### config.mk
export PLATFORM = sky130hd
export DESIGN_NAME = kalman_altitude_estimator_top
export DESIGN_NICKNAME = d
export VERILOG_FILES = /design/src/sv/kae_pkg.sv /design/src/sv/kae_mul.sv /design/src/sv/kae_ctrl.sv /design/src/sv/kalman_altitude_estimator_top.sv
export SDC_FILE = /design/constraint.sdc
export NUM_CORES = 2
export LEC_CHECK = 0
export BUFFER_PORTS_ARGS = -buffer_cell sky130_fd_sc_hd__buf_2
export CAP_MARGIN = 15
export CORE_ASPECT_RATIO = 0.7
export CORE_MARGIN = 1.5
export CORE_UTILIZATION = 40
export CTS_BUF_LIST = sky130_fd_sc_hd__clkbuf_8
export DETAILED_ROUTE_END_ITERATION = 8
export HOLD_SLACK_MARGIN = 0.15
export RECOVER_POWER = 50
export SYNTH_ARGS = -nofsm -noshare
export SYNTH_HDL_FRONTEND = slang
export SYNTH_SLANG_ARGS = --single-unit
### constraint.sdc
create_clock -name clk -period 15.5 [get_ports clk]
set_input_delay 0.775 -clock clk [delete_from_list [all_inputs] [get_ports clk]]
set_output_delay 0.775 -clock clk [all_outputs]
set_load 0.01 [all_outputs]
### src/sv/kae_pkg.sv
// ----------------------------------------------------------------------------
// kae_pkg - shared types and constants for the altitude estimator
// Register indexes, sequencer codes, widths and the saturation helper.
// ----------------------------------------------------------------------------
package kae_pkg;

	localparam int FRACTION_BITS = 16;  // fraction bits of state, gains, readings
	localparam int DT_FRAC       = 16;  // fraction bits of the time step
	localparam int VAL_W         = 32;
	localparam int DT_W          = 16;
	localparam int OPND_W        = VAL_W + 1;        // multiplier operand width
	localparam int PROD_W        = 2 * OPND_W;
	// holds a value plus two rounded gain terms
	localparam int ACC_W         = PROD_W - FRACTION_BITS + 2;
	localparam int STEP_W        = 4;
	localparam int DATA_W        = 3 * VAL_W;
	localparam int CFG_ADDR_W    = 3;

	localparam logic [STEP_W-1:0] STEP_LAST = STEP_W'(13);

	localparam logic signed [VAL_W-1:0] VAL_MAX = {1'b0, {(VAL_W-1){1'b1}}};
	localparam logic signed [VAL_W-1:0] VAL_MIN = {1'b1, {(VAL_W-1){1'b0}}};

	localparam logic signed [PROD_W-1:0] HALF_DT   = PROD_W'(1) << (DT_FRAC - 1);
	localparam logic signed [PROD_W-1:0] HALF_GAIN = PROD_W'(1) << (FRACTION_BITS - 1);

	localparam logic KIND_LOAD = 1'b0;
	localparam logic KIND_MEAS = 1'b1;

	typedef enum logic [CFG_ADDR_W-1:0] {
		REG_TIME_STEP    = 3'd0,
		REG_GAIN_POS_ALT = 3'd1,
		REG_GAIN_POS_ACC = 3'd2,
		REG_GAIN_VEL_ALT = 3'd3,
		REG_GAIN_VEL_ACC = 3'd4,
		REG_GAIN_ACC_ALT = 3'd5,
		REG_GAIN_ACC_ACC = 3'd6
	} reg_idx_t;

	typedef enum logic [1:0] {
		SEQ_IDLE,
		SEQ_RUN,
		SEQ_FINISH
	} seq_state_t;

	typedef enum logic [3:0] {
		MUL_NONE,
		MUL_DT_DT,
		MUL_DT_VEL,
		MUL_HDT2_ACC,
		MUL_DT_ACC,
		MUL_GPA_EALT,
		MUL_GPC_EACC,
		MUL_GVA_EALT,
		MUL_GVC_EACC,
		MUL_GAA_EALT,
		MUL_GAC_EACC
	} mul_op_t;

	typedef enum logic [2:0] {
		ACC_HOLD,
		ACC_LOAD_POS,
		ACC_ADD,
		ACC_LOAD_VEL_ADD,
		ACC_LOAD_P_ADD,
		ACC_LOAD_V_ADD,
		ACC_LOAD_A_ADD
	} acc_op_t;

	typedef enum logic [3:0] {
		ST_NONE,
		ST_HDT2,
		ST_P,
		ST_V_INNOV,
		ST_POS,
		ST_VEL,
		ST_ACC,
		ST_LOAD
	} store_t;

	typedef struct packed {
		mul_op_t mul_op;
		acc_op_t acc_op;
		logic    shift_gain;  // round from FRACTION_BITS instead of DT_FRAC
		store_t  store;
		logic    out_load;
	} ctrl_t;

	function automatic logic signed [VAL_W-1:0] sat_val(input logic signed [ACC_W-1:0] x);
		logic signed [VAL_W-1:0] r;
		if (x > ACC_W'(VAL_MAX))
			r = VAL_MAX;
		else if (x < ACC_W'(VAL_MIN))
			r = VAL_MIN;
		else
			r = x[VAL_W-1:0];
		return r;
	endfunction

endpackage

### src/sv/kae_mul.sv
// ----------------------------------------------------------------------------
// kae_mul - shared signed multiplier
// One signed 33x33 product per cycle, registered at the output.
// ----------------------------------------------------------------------------
module kae_mul (
	input  logic                                clk,
	input  logic signed [kae_pkg::OPND_W-1:0]   a,
	input  logic signed [kae_pkg::OPND_W-1:0]   b,
	output logic signed [kae_pkg::PROD_W-1:0]   prod_q
);

	always_ff @(posedge clk) begin
		prod_q <= a * b;
	end

endmodule

### src/sv/kae_ctrl.sv
// ----------------------------------------------------------------------------
// kae_ctrl - update sequencer
// Steps the shared multiplier and accumulator through the predict and
// correct schedule; a load item takes a single step.
// ----------------------------------------------------------------------------
module kae_ctrl (
	input  logic            clk,
	input  logic            arst_n,
	input  logic            start,
	input  logic            kind,
	input  logic            out_free,
	output logic            ready,
	output kae_pkg::ctrl_t  ctrl
);

	kae_pkg::seq_state_t               state_q, state_d;
	logic [kae_pkg::STEP_W-1:0]        step_q, step_d;

	always_ff @(posedge clk or negedge arst_n) begin
		if (!arst_n) begin
			state_q <= kae_pkg::SEQ_IDLE;
			step_q  <= '0;
		end else begin
			state_q <= state_d;
			step_q  <= step_d;
		end
	end

	always_comb begin
		state_d         = state_q;
		step_d          = step_q;
		ready           = 1'b0;
		ctrl.mul_op     = kae_pkg::MUL_NONE;
		ctrl.acc_op     = kae_pkg::ACC_HOLD;
		ctrl.shift_gain = 1'b0;
		ctrl.store      = kae_pkg::ST_NONE;
		ctrl.out_load   = 1'b0;
		case (state_q)
			kae_pkg::SEQ_IDLE: begin
				ready = 1'b1;
				if (start) begin
					state_d = kae_pkg::SEQ_RUN;
					step_d  = '0;
				end
			end
			kae_pkg::SEQ_RUN: begin
				if (kind == kae_pkg::KIND_LOAD) begin
					ctrl.store = kae_pkg::ST_LOAD;
					state_d    = kae_pkg::SEQ_FINISH;
				end else begin
					// product issued in step k is used in step k+1
					case (step_q)
						4'd0: ctrl.mul_op = kae_pkg::MUL_DT_DT;
						4'd1: begin
							ctrl.store  = kae_pkg::ST_HDT2;
							ctrl.mul_op = kae_pkg::MUL_DT_VEL;
							ctrl.acc_op = kae_pkg::ACC_LOAD_POS;
						end
						4'd2: begin
							ctrl.acc_op = kae_pkg::ACC_ADD;
							ctrl.mul_op = kae_pkg::MUL_HDT2_ACC;
						end
						4'd3: begin
							ctrl.acc_op = kae_pkg::ACC_ADD;
							ctrl.mul_op = kae_pkg::MUL_DT_ACC;
						end
						4'd4: begin
							ctrl.store  = kae_pkg::ST_P;
							ctrl.acc_op = kae_pkg::ACC_LOAD_VEL_ADD;
						end
						4'd5: ctrl.store = kae_pkg::ST_V_INNOV;
						4'd6: ctrl.mul_op = kae_pkg::MUL_GPA_EALT;
						4'd7: begin
							ctrl.acc_op     = kae_pkg::ACC_LOAD_P_ADD;
							ctrl.shift_gain = 1'b1;
							ctrl.mul_op     = kae_pkg::MUL_GPC_EACC;
						end
						4'd8: begin
							ctrl.acc_op     = kae_pkg::ACC_ADD;
							ctrl.shift_gain = 1'b1;
							ctrl.mul_op     = kae_pkg::MUL_GVA_EALT;
						end
						4'd9: begin
							ctrl.store      = kae_pkg::ST_POS;
							ctrl.acc_op     = kae_pkg::ACC_LOAD_V_ADD;
							ctrl.shift_gain = 1'b1;
							ctrl.mul_op     = kae_pkg::MUL_GVC_EACC;
						end
						4'd10: begin
							ctrl.acc_op     = kae_pkg::ACC_ADD;
							ctrl.shift_gain = 1'b1;
							ctrl.mul_op     = kae_pkg::MUL_GAA_EALT;
						end
						4'd11: begin
							ctrl.store      = kae_pkg::ST_VEL;
							ctrl.acc_op     = kae_pkg::ACC_LOAD_A_ADD;
							ctrl.shift_gain = 1'b1;
							ctrl.mul_op     = kae_pkg::MUL_GAC_EACC;
						end
						4'd12: begin
							ctrl.acc_op     = kae_pkg::ACC_ADD;
							ctrl.shift_gain = 1'b1;
						end
						4'd13: ctrl.store = kae_pkg::ST_ACC;
						default: ;
					endcase
					if (step_q == kae_pkg::STEP_LAST)
						state_d = kae_pkg::SEQ_FINISH;
					else
						step_d = step_q + 1'b1;
				end
			end
			kae_pkg::SEQ_FINISH: begin
				if (out_free) begin
					ctrl.out_load = 1'b1;
					state_d       = kae_pkg::SEQ_IDLE;
				end
			end
			default: state_d = kae_pkg::SEQ_IDLE;
		endcase
	end

endmodule

### src/sv/kalman_altitude_estimator_top.sv
// ----------------------------------------------------------------------------
// kalman_altitude_estimator_top - three-state altitude estimator
// Position/velocity/acceleration estimate with software-supplied gain.
// ----------------------------------------------------------------------------
// Input stream: s_tuser selects the item kind (0 load estimate, 1 measurement),
// s_tdata carries position, velocity and acceleration. Every accepted beat
// yields one result beat on the output stream carrying the estimate after
// that item.
// A measurement is 14 sequencer steps through the one shared 33x33 multiplier
// and the accumulator, a load is 1 step; the finish state then moves the
// estimate to the output register once the output register is free.
// s_tready is high only while the sequencer is idle. A finished result waits
// in the output register; a new beat is taken meanwhile, and its result
// waits in the sequencer until the receiver takes the previous beat.
// Configuration is written through cfg_wen/cfg_addr/cfg_wdata; the user must write it while idle (not enforced).
// Reset clears the estimate, the time step and all gains to zero.
// ----------------------------------------------------------------------------
module kalman_altitude_estimator_top (
	input  logic                                 clk,
	input  logic                                 arst_n,
	input  logic                                 cfg_wen,
	input  logic [kae_pkg::CFG_ADDR_W-1:0]       cfg_addr,
	input  logic [kae_pkg::VAL_W-1:0]            cfg_wdata,
	input  logic                                 s_tvalid,
	output logic                                 s_tready,
	input  logic [kae_pkg::DATA_W-1:0]           s_tdata,   // position, velocity, acceleration
	input  logic                                 s_tuser,   // kind
	output logic                                 m_tvalid,
	input  logic                                 m_tready,
	output logic [kae_pkg::DATA_W-1:0]           m_tdata    // est_position, est_velocity, est_acceleration
);

	localparam int VW = kae_pkg::VAL_W;
	localparam int OW = kae_pkg::OPND_W;
	localparam int AW = kae_pkg::ACC_W;
	localparam int PW = kae_pkg::PROD_W;

	// configuration
	logic [kae_pkg::DT_W-1:0] time_step_q;
	logic signed [VW-1:0]     g_pa_q, g_pc_q, g_va_q, g_vc_q, g_aa_q, g_ac_q;

	// input item
	logic                     kind_q;
	logic signed [VW-1:0]     m_pos_q, m_vel_q, m_acc_q;

	// estimate
	logic signed [VW-1:0]     pos_q, vel_q, acc_st_q;

	// working registers
	logic [kae_pkg::DT_W-1:0] hdt2_q;
	logic signed [VW-1:0]     p_q, v_q;
	logic signed [OW-1:0]     e_alt_q, e_acc_q;
	logic signed [AW-1:0]     acc_q;
	logic [kae_pkg::DATA_W-1:0] out_data_q;
	logic                     out_valid_q;

	logic                     in_beat, out_free, seq_ready;
	kae_pkg::ctrl_t           ctrl;
	logic signed [OW-1:0]     mul_a, mul_b;
	logic signed [PW-1:0]     prod_q, rnd_dt, rnd_gain;
	logic signed [AW-1:0]     term;
	logic [33:0]              hdt2_sum;

	assign in_beat  = s_tvalid && s_tready;
	assign out_free = !out_valid_q || m_tready;
	assign s_tready = seq_ready;
	assign m_tvalid = out_valid_q;
	assign m_tdata  = out_data_q;

	always_ff @(posedge clk or negedge arst_n) begin
		if (!arst_n) begin
			time_step_q <= '0;
			g_pa_q      <= '0;
			g_pc_q      <= '0;
			g_va_q      <= '0;
			g_vc_q      <= '0;
			g_aa_q      <= '0;
			g_ac_q      <= '0;
		end else if (cfg_wen) begin
			case (cfg_addr)
				kae_pkg::REG_TIME_STEP:    time_step_q <= cfg_wdata[kae_pkg::DT_W-1:0];
				kae_pkg::REG_GAIN_POS_ALT: g_pa_q <= cfg_wdata;
				kae_pkg::REG_GAIN_POS_ACC: g_pc_q <= cfg_wdata;
				kae_pkg::REG_GAIN_VEL_ALT: g_va_q <= cfg_wdata;
				kae_pkg::REG_GAIN_VEL_ACC: g_vc_q <= cfg_wdata;
				kae_pkg::REG_GAIN_ACC_ALT: g_aa_q <= cfg_wdata;
				kae_pkg::REG_GAIN_ACC_ACC: g_ac_q <= cfg_wdata;
				default: ;
			endcase
		end
	end

	always_ff @(posedge clk) begin
		if (in_beat) begin
			kind_q  <= s_tuser;
			m_pos_q <= s_tdata[VW-1:0];
			m_vel_q <= s_tdata[2*VW-1:VW];
			m_acc_q <= s_tdata[3*VW-1:2*VW];
		end
	end

	kae_ctrl u_ctrl (
		.clk      (clk),
		.arst_n   (arst_n),
		.start    (in_beat),
		.kind     (kind_q),
		.out_free (out_free),
		.ready    (seq_ready),
		.ctrl     (ctrl)
	);

	// operand selection for the shared multiplier
	always_comb begin
		mul_a = '0;
		mul_b = '0;
		case (ctrl.mul_op)
			kae_pkg::MUL_DT_DT: begin
				mul_a = {{(OW-kae_pkg::DT_W){1'b0}}, time_step_q};
				mul_b = {{(OW-kae_pkg::DT_W){1'b0}}, time_step_q};
			end
			kae_pkg::MUL_DT_VEL: begin
				mul_a = {{(OW-kae_pkg::DT_W){1'b0}}, time_step_q};
				mul_b = {vel_q[VW-1], vel_q};
			end
			kae_pkg::MUL_HDT2_ACC: begin
				mul_a = {{(OW-kae_pkg::DT_W){1'b0}}, hdt2_q};
				mul_b = {acc_st_q[VW-1], acc_st_q};
			end
			kae_pkg::MUL_DT_ACC: begin
				mul_a = {{(OW-kae_pkg::DT_W){1'b0}}, time_step_q};
				mul_b = {acc_st_q[VW-1], acc_st_q};
			end
			kae_pkg::MUL_GPA_EALT: begin
				mul_a = {g_pa_q[VW-1], g_pa_q};
				mul_b = e_alt_q;
			end
			kae_pkg::MUL_GPC_EACC: begin
				mul_a = {g_pc_q[VW-1], g_pc_q};
				mul_b = e_acc_q;
			end
			kae_pkg::MUL_GVA_EALT: begin
				mul_a = {g_va_q[VW-1], g_va_q};
				mul_b = e_alt_q;
			end
			kae_pkg::MUL_GVC_EACC: begin
				mul_a = {g_vc_q[VW-1], g_vc_q};
				mul_b = e_acc_q;
			end
			kae_pkg::MUL_GAA_EALT: begin
				mul_a = {g_aa_q[VW-1], g_aa_q};
				mul_b = e_alt_q;
			end
			kae_pkg::MUL_GAC_EACC: begin
				mul_a = {g_ac_q[VW-1], g_ac_q};
				mul_b = e_acc_q;
			end
			default: ;
		endcase
	end

	kae_mul u_mul (
		.clk    (clk),
		.a      (mul_a),
		.b      (mul_b),
		.prod_q (prod_q)
	);

	// round half up, ties toward +inf
	assign rnd_dt   = (prod_q + kae_pkg::HALF_DT) >>> kae_pkg::DT_FRAC;
	assign rnd_gain = (prod_q + kae_pkg::HALF_GAIN) >>> kae_pkg::FRACTION_BITS;
	assign term     = ctrl.shift_gain ? rnd_gain[AW-1:0] : rnd_dt[AW-1:0];
	// dt*dt is non-negative and below 2^32
	assign hdt2_sum = prod_q[33:0] + 34'h1_0000;

	always_ff @(posedge clk) begin
		case (ctrl.acc_op)
			kae_pkg::ACC_LOAD_POS:     acc_q <= AW'(pos_q);
			kae_pkg::ACC_ADD:          acc_q <= acc_q + term;
			kae_pkg::ACC_LOAD_VEL_ADD: acc_q <= AW'(vel_q) + term;
			kae_pkg::ACC_LOAD_P_ADD:   acc_q <= AW'(p_q) + term;
			kae_pkg::ACC_LOAD_V_ADD:   acc_q <= AW'(v_q) + term;
			kae_pkg::ACC_LOAD_A_ADD:   acc_q <= AW'(acc_st_q) + term;
			default: ;
		endcase
		case (ctrl.store)
			kae_pkg::ST_HDT2: hdt2_q <= hdt2_sum[32:17];
			kae_pkg::ST_P:    p_q <= kae_pkg::sat_val(acc_q);
			kae_pkg::ST_V_INNOV: begin
				v_q     <= kae_pkg::sat_val(acc_q);
				e_alt_q <= {m_pos_q[VW-1], m_pos_q} - {p_q[VW-1], p_q};
				e_acc_q <= {m_acc_q[VW-1], m_acc_q} - {acc_st_q[VW-1], acc_st_q};
			end
			default: ;
		endcase
	end

	always_ff @(posedge clk or negedge arst_n) begin
		if (!arst_n) begin
			pos_q    <= '0;
			vel_q    <= '0;
			acc_st_q <= '0;
		end else begin
			case (ctrl.store)
				kae_pkg::ST_POS: pos_q    <= kae_pkg::sat_val(acc_q);
				kae_pkg::ST_VEL: vel_q    <= kae_pkg::sat_val(acc_q);
				kae_pkg::ST_ACC: acc_st_q <= kae_pkg::sat_val(acc_q);
				kae_pkg::ST_LOAD: begin
					pos_q    <= m_pos_q;
					vel_q    <= m_vel_q;
					acc_st_q <= m_acc_q;
				end
				default: ;
			endcase
		end
	end

	// output register
	always_ff @(posedge clk or negedge arst_n) begin
		if (!arst_n)
			out_valid_q <= 1'b0;
		else if (ctrl.out_load)
			out_valid_q <= 1'b1;
		else if (m_tready)
			out_valid_q <= 1'b0;
	end

	always_ff @(posedge clk) begin
		if (ctrl.out_load)
			out_data_q <= {acc_st_q, vel_q, pos_q};
	end

	a_busy_after_beat: assert property (@(posedge clk) disable iff (!arst_n)
		in_beat |=> !s_tready)
		else $error("input taken while an item is in progress");

	a_load_latency: assert property (@(posedge clk) disable iff (!arst_n)
		(in_beat && s_tuser == kae_pkg::KIND_LOAD && !m_tvalid) |-> ##3 m_tvalid)
		else $error("load result missing");

	a_meas_latency: assert property (@(posedge clk) disable iff (!arst_n)
		(in_beat && s_tuser == kae_pkg::KIND_MEAS && !m_tvalid) |-> ##16 m_tvalid)
		else $error("measurement result missing");

	a_no_overwrite: assert property (@(posedge clk) disable iff (!arst_n)
		ctrl.out_load |-> (!out_valid_q || m_tready))
		else $error("result overwrote an untaken beat");

endmodule
==> summary by stage <==
Pwr
In this run the power spent charging and discharging nets is 5.00 mW. The internal power is 5.56 mW. In this run the static leakage power is 42.6 nW. The worst-case IR drop observed on VDD is 0.000106 V. Of the total power, the share spent switching nets is 0.474. The total chip power is 10.6 mW. Power spread over the standard cell area amounts to 115 mW/mm². Of the total power, registers draw 0.302. The share of total power dissipated in combinational logic is 0.520. The share of total power dissipated in the clock network is 0.177.

Yosys
For this run, the leading register cell type out of synthesis is sky130_fd_sc_hd__edfxtp_1. The flip-flop and latch count after synthesis is 753. The share of cell area taken by muxes after synthesis is 0.0312. Of the total synthesized cell area, the portion taken by XOR and XNOR cells is 0.0384.

Of the total synthesized cell area, the portion taken by AND, OR, NAND and NOR gates is 0.124. In the post-synthesis netlist, the biggest area contributors are sky130_fd_sc_hd__fa_1, sky130_fd_sc_hd__edfxtp_1, sky130_fd_sc_hd__dfrtp_1. The synthesized instance count is 8692. The share of the Yosys chip area taken by registers is 0.247. The dominant cell type by area after synthesis is sky130_fd_sc_hd__fa_1.

Of the total synthesized cell area, the portion taken by full adders, half adders and majority gates is 0.351. After synthesis, the largest family of logic cells by area is adder cells. Yosys mapped a number of flops with a built-in enable equal to 391. For this run, the number of Yosys warnings is 0. A synthesized cell averages 9.58 µm². The compound-gate portion of the synthesized area is 0.134. Of the post-synthesis cell area, the dominant cell type holds 0.271. The cell area after synthesis is 0.0833 mm². The post-synthesis net count is 10490.

The number of library cell types mapped by synthesis is 92. After synthesis, the share of flip-flops with an asynchronous set or reset is 0.413.

Setup path
STA classifies the critical path endpoint as a flip-flop. The endpoint of the lowest-slack register-to-register path is u_mul.prod_q[65]. The critical path class is flip-flop to flip-flop. The worst endpoint data arrival time is 13.71 ns. The critical path data required time is 16.21 ns. The slowest stage of the critical path is the sky130_fd_sc_hd__nand3_2 cell. The slack of the worst reg-to-reg path is 2.50 ns. Among the stages of the critical path, the cell type that occurs most often is sky130_fd_sc_hd__fa_1. The kind of start point of the critical path is a flip-flop.

For this run, the slowest stage of the critical path takes 1.01 ns. The largest fanout on the critical path is 29. In this run the critical register-to-register path is launched from u_ctrl.step_q[1]. For the worst flop-to-flop path, the logic depth is 38.

Timing
For the pin with the worst max-slew slack, the measured transition is 8.76 ns. The number of slew-limit violations in the final report is 574. For this run, the top clock speed supported by timing is 0.0770 GHz. The number of setup violations in the final report is 0. The worst-case headroom to the max-slew limit is -4.84. Dividing the final minimum period by the clock period gives 0.838. Between clock sinks in the finished design, the worst skew comes to 0.119 ns.

Counting I/O delays and the setup requirement, the final critical path takes 13.00 ns. Setup repair after global routing left no endpoint under its margin. The number of hold violations in the final report was 0.

The summed negative setup slack over all endpoints is 0 ns.

Hold path
In this run the most critical hold path is launched from cfg_wdata[26]. The worst hold path passes through 2 cells. The path with the worst hold slack has its endpoint at g_aa_q[26].

The worst min-delay path category is primary input to flip-flop.

Final layout
In the final design database the tool counted 10742 nets. The library cell used most frequently in the layout, excluding fill and tap cells, is sky130_fd_sc_hd__inv_1. The fraction of final layout cells with drive strength greater than 1 is 0.0965. From synthesis to final layout, the design area changed by 10.2%. In the layout the commonest cells are sky130_fd_sc_hd__inv_1, sky130_fd_sc_hd__fa_1, sky130_fd_sc_hd__nand2_1.

Floorplanning
The die covers 0.211 mm². The I/O pin count is 235. The width of the die is 548 µm.

The total area inside the core boundary comes to 0.206 mm². The count of standard-cell rows is 139. The initial standard-cell utilization of the core is 0.405.

The die height is 385 µm.

Clock network
The later pin in the worst-skew pair is clocked with a latency of 0.89 ns. The CTS tree is built. The CTS root buffer is sky130_fd_sc_hd__clkbuf_8. The number of buffers inserted during clock tree synthesis is 119. After clock tree synthesis, the clock-pin slew on the worst setup and hold paths is 0.07 ns. Post-CTS repair changed the size of 0 cells. The clock net in this run drives a total of 753 sinks.

The number of H-tree levels is 3. The number of buffers between clock root and the deepest sink is 3.

Drt
Once detail routing completed, the nets flagged for antenna violations numbered 0. For this run, the detailed router's first-pass iteration total came to 6. The detailed-route vias per instance is 5.76.

The final routed wirelength across all metal layers is 303000 µm. The routed layout has 68035 vias. The DRC violations left is 0. For this block, the initial DRC count from the detailed router was 7478. The routed wirelength normalized by instance count is 25.7 µm.

Placed design
The congestion estimate from routability-driven global placement came to 0.990. Detailed placement ended at an HPWL of 238000 µm. During placement, the flow inserted port buffers numbering 234.

GRT
The leftover overflow at the end of global routing is 0. The global routing usage summed across all routing layers is 0.287. The first global-routing pass estimated 449000 µm of wire.

The via count of the first global-routing pass was 67758. The number of antenna violations at the first check in global routing is 20. The largest net degree at the start of global routing is 195.

Run
Max-cap violations in this run came to 11.

Run status
The final reports fail on max-capacitance violations, max-slew violations. The run finished, with violations left.
worst max path at each step:
stage	startpoint	slack, ns	cells past startpoint	endpoint
2_1_floorplan	u_ctrl.step_q[1]	4.22	6	e_acc_q[0]
3_3_place_gp	u_ctrl.step_q[1]	3.25	34	u_mul.prod_q[65]
3_5_place_dp	u_ctrl.step_q[1]	3.10	31	u_mul.prod_q[65]
4_1_cts	u_ctrl.step_q[1]	2.97	31	u_mul.prod_q[65]
5_1_grt	arst_n	1.50	3	g_pc_q[13]
6_report	u_ctrl.step_q[1]	2.50	38	u_mul.prod_q[65]
per-layer routing:
layer  up-vias  GRT usage  routed length (µm)
li1      29425          -                   -
met1     34753      0.415              132000
met2      3392      0.430              130000
met3       461     0.0682               32500
met4         4     0.0713                8340
met5         -          0                  32
worst max-delay path, delay by kind of cell (launching register included):
family	cells	cell delay, ns
AOI/OAI and AO/OA	10	3.44
adders and majority gates	10	4.16
and+or+nand+nor	10	3.49
DFF	1	0.50
buffers and inverters	8	1.22
metrics by stage:
| step | hold slack [ns] | setup WS (ns) | utilization | instances | instance area [µm²] |
|---|---|---|---|---|---|
| floorplan | 0.442 | 4.22 | - | 8692 | 83300 |
| global placement | 0.466 | 3.25 | 0.429 | 11474 | 88300 |
| detailed placement | 0.464 | 3.10 | 0.429 | 11474 | 88300 |
| CTS | 0.151 | 2.97 | 0.446 | 11800 | 91900 |
| global route | 0.189 | 1.50 | 0.446 | 11803 | 91800 |
| finish | 0.221 | 2.50 | 0.446 | 11806 | 91800 |
flip-flops by register name, summed over array words and instances (netlist names), 2 cells and up:
name,cells
m_tdata,96
acc_q,52
u_mul.prod_q,51
e_acc_q,33
e_alt_q,33
acc_st_q,32
g_aa_q,32
g_ac_q,32
g_pa_q,32
g_pc_q,32
g_va_q,32
g_vc_q,32
m_acc_q,32
m_pos_q,32
m_vel_q,32
p_q,32
pos_q,32
v_q,32
vel_q,32
hdt2_q,16
time_step_q,16
u_ctrl.step_q,4
u_ctrl.state_q,2
synthesized netlist by cell type, drive strengths merged, types with 15 or more instances:
master and number:
a211oi 42, a21boi 58, a21o 245, a21oi 503, a221o 66, a221oi 76, a222oi 15, a22o 19
a22oi 40, a31oi 47, and2 48, and3 76, buf 30, clkbuf 341, dfrtp 311, dfxtp 51
edfxtp 391, fa 1128, ha 533, inv 1279, mux2 211, mux2i 22, nand2 1014, nand2b 74
nand3 109, nand4 58, nor2 709, nor2b 75, nor3 76, nor4 24, o211ai 42, o21a 58
o21ai 262, o21bai 38, o31ai 22, or2 17, or3 24, xnor2 230, xor2 135
layout make-up:
type / instances / area [µm²]
Inverter: 1279 / 4800
Clock buffer: 142 / 1950
Multi-Input combinational cell: 6289 / 57000
Antenna cell: 6 / 15.0
Tap cell: 2749 / 3440
Sequential cell: 753 / 20500
Fill cell: 19900 / 114000
Clock inverter: 86 / 643
Timing Repair Buffer: 502 / 3360
kinds of logic (layout without fill, tap and decap cells):
family,Yosys count,count (layout)
AOI/OAI and AO/OA,1672,1672
xor gates and xnor gates,365,365
adders and majority gates,1661,1661
buffers and inverters,1650,2009
DFF,753,753
muxes,233,233
other,0,6
and+or+nand+nor,2358,2358
repair_timing:
| action | in CTS | in global routing |
|---|---|---|
| endpoints found under the setup margin | 0 | 0 |
| hold buffers | 98 | 0 |
| buffers inserted | 0 | 0 |
| hold endpoints to repair | 153 | 0 |
power by group through the flow:
stage	combinational [mW]	sequential [mW]	clock, mW
5_1_grt	5.92	3.21	1.99
3_3_place_gp	5.27	3.20	0
6_report	5.50	3.19	1.87
4_1_cts	5.37	3.18	1.90
2_1_floorplan	3.59	2.92	0
3_5_place_dp	5.32	3.21	0
Note: power is estimated with default switching activity, not from simulation.
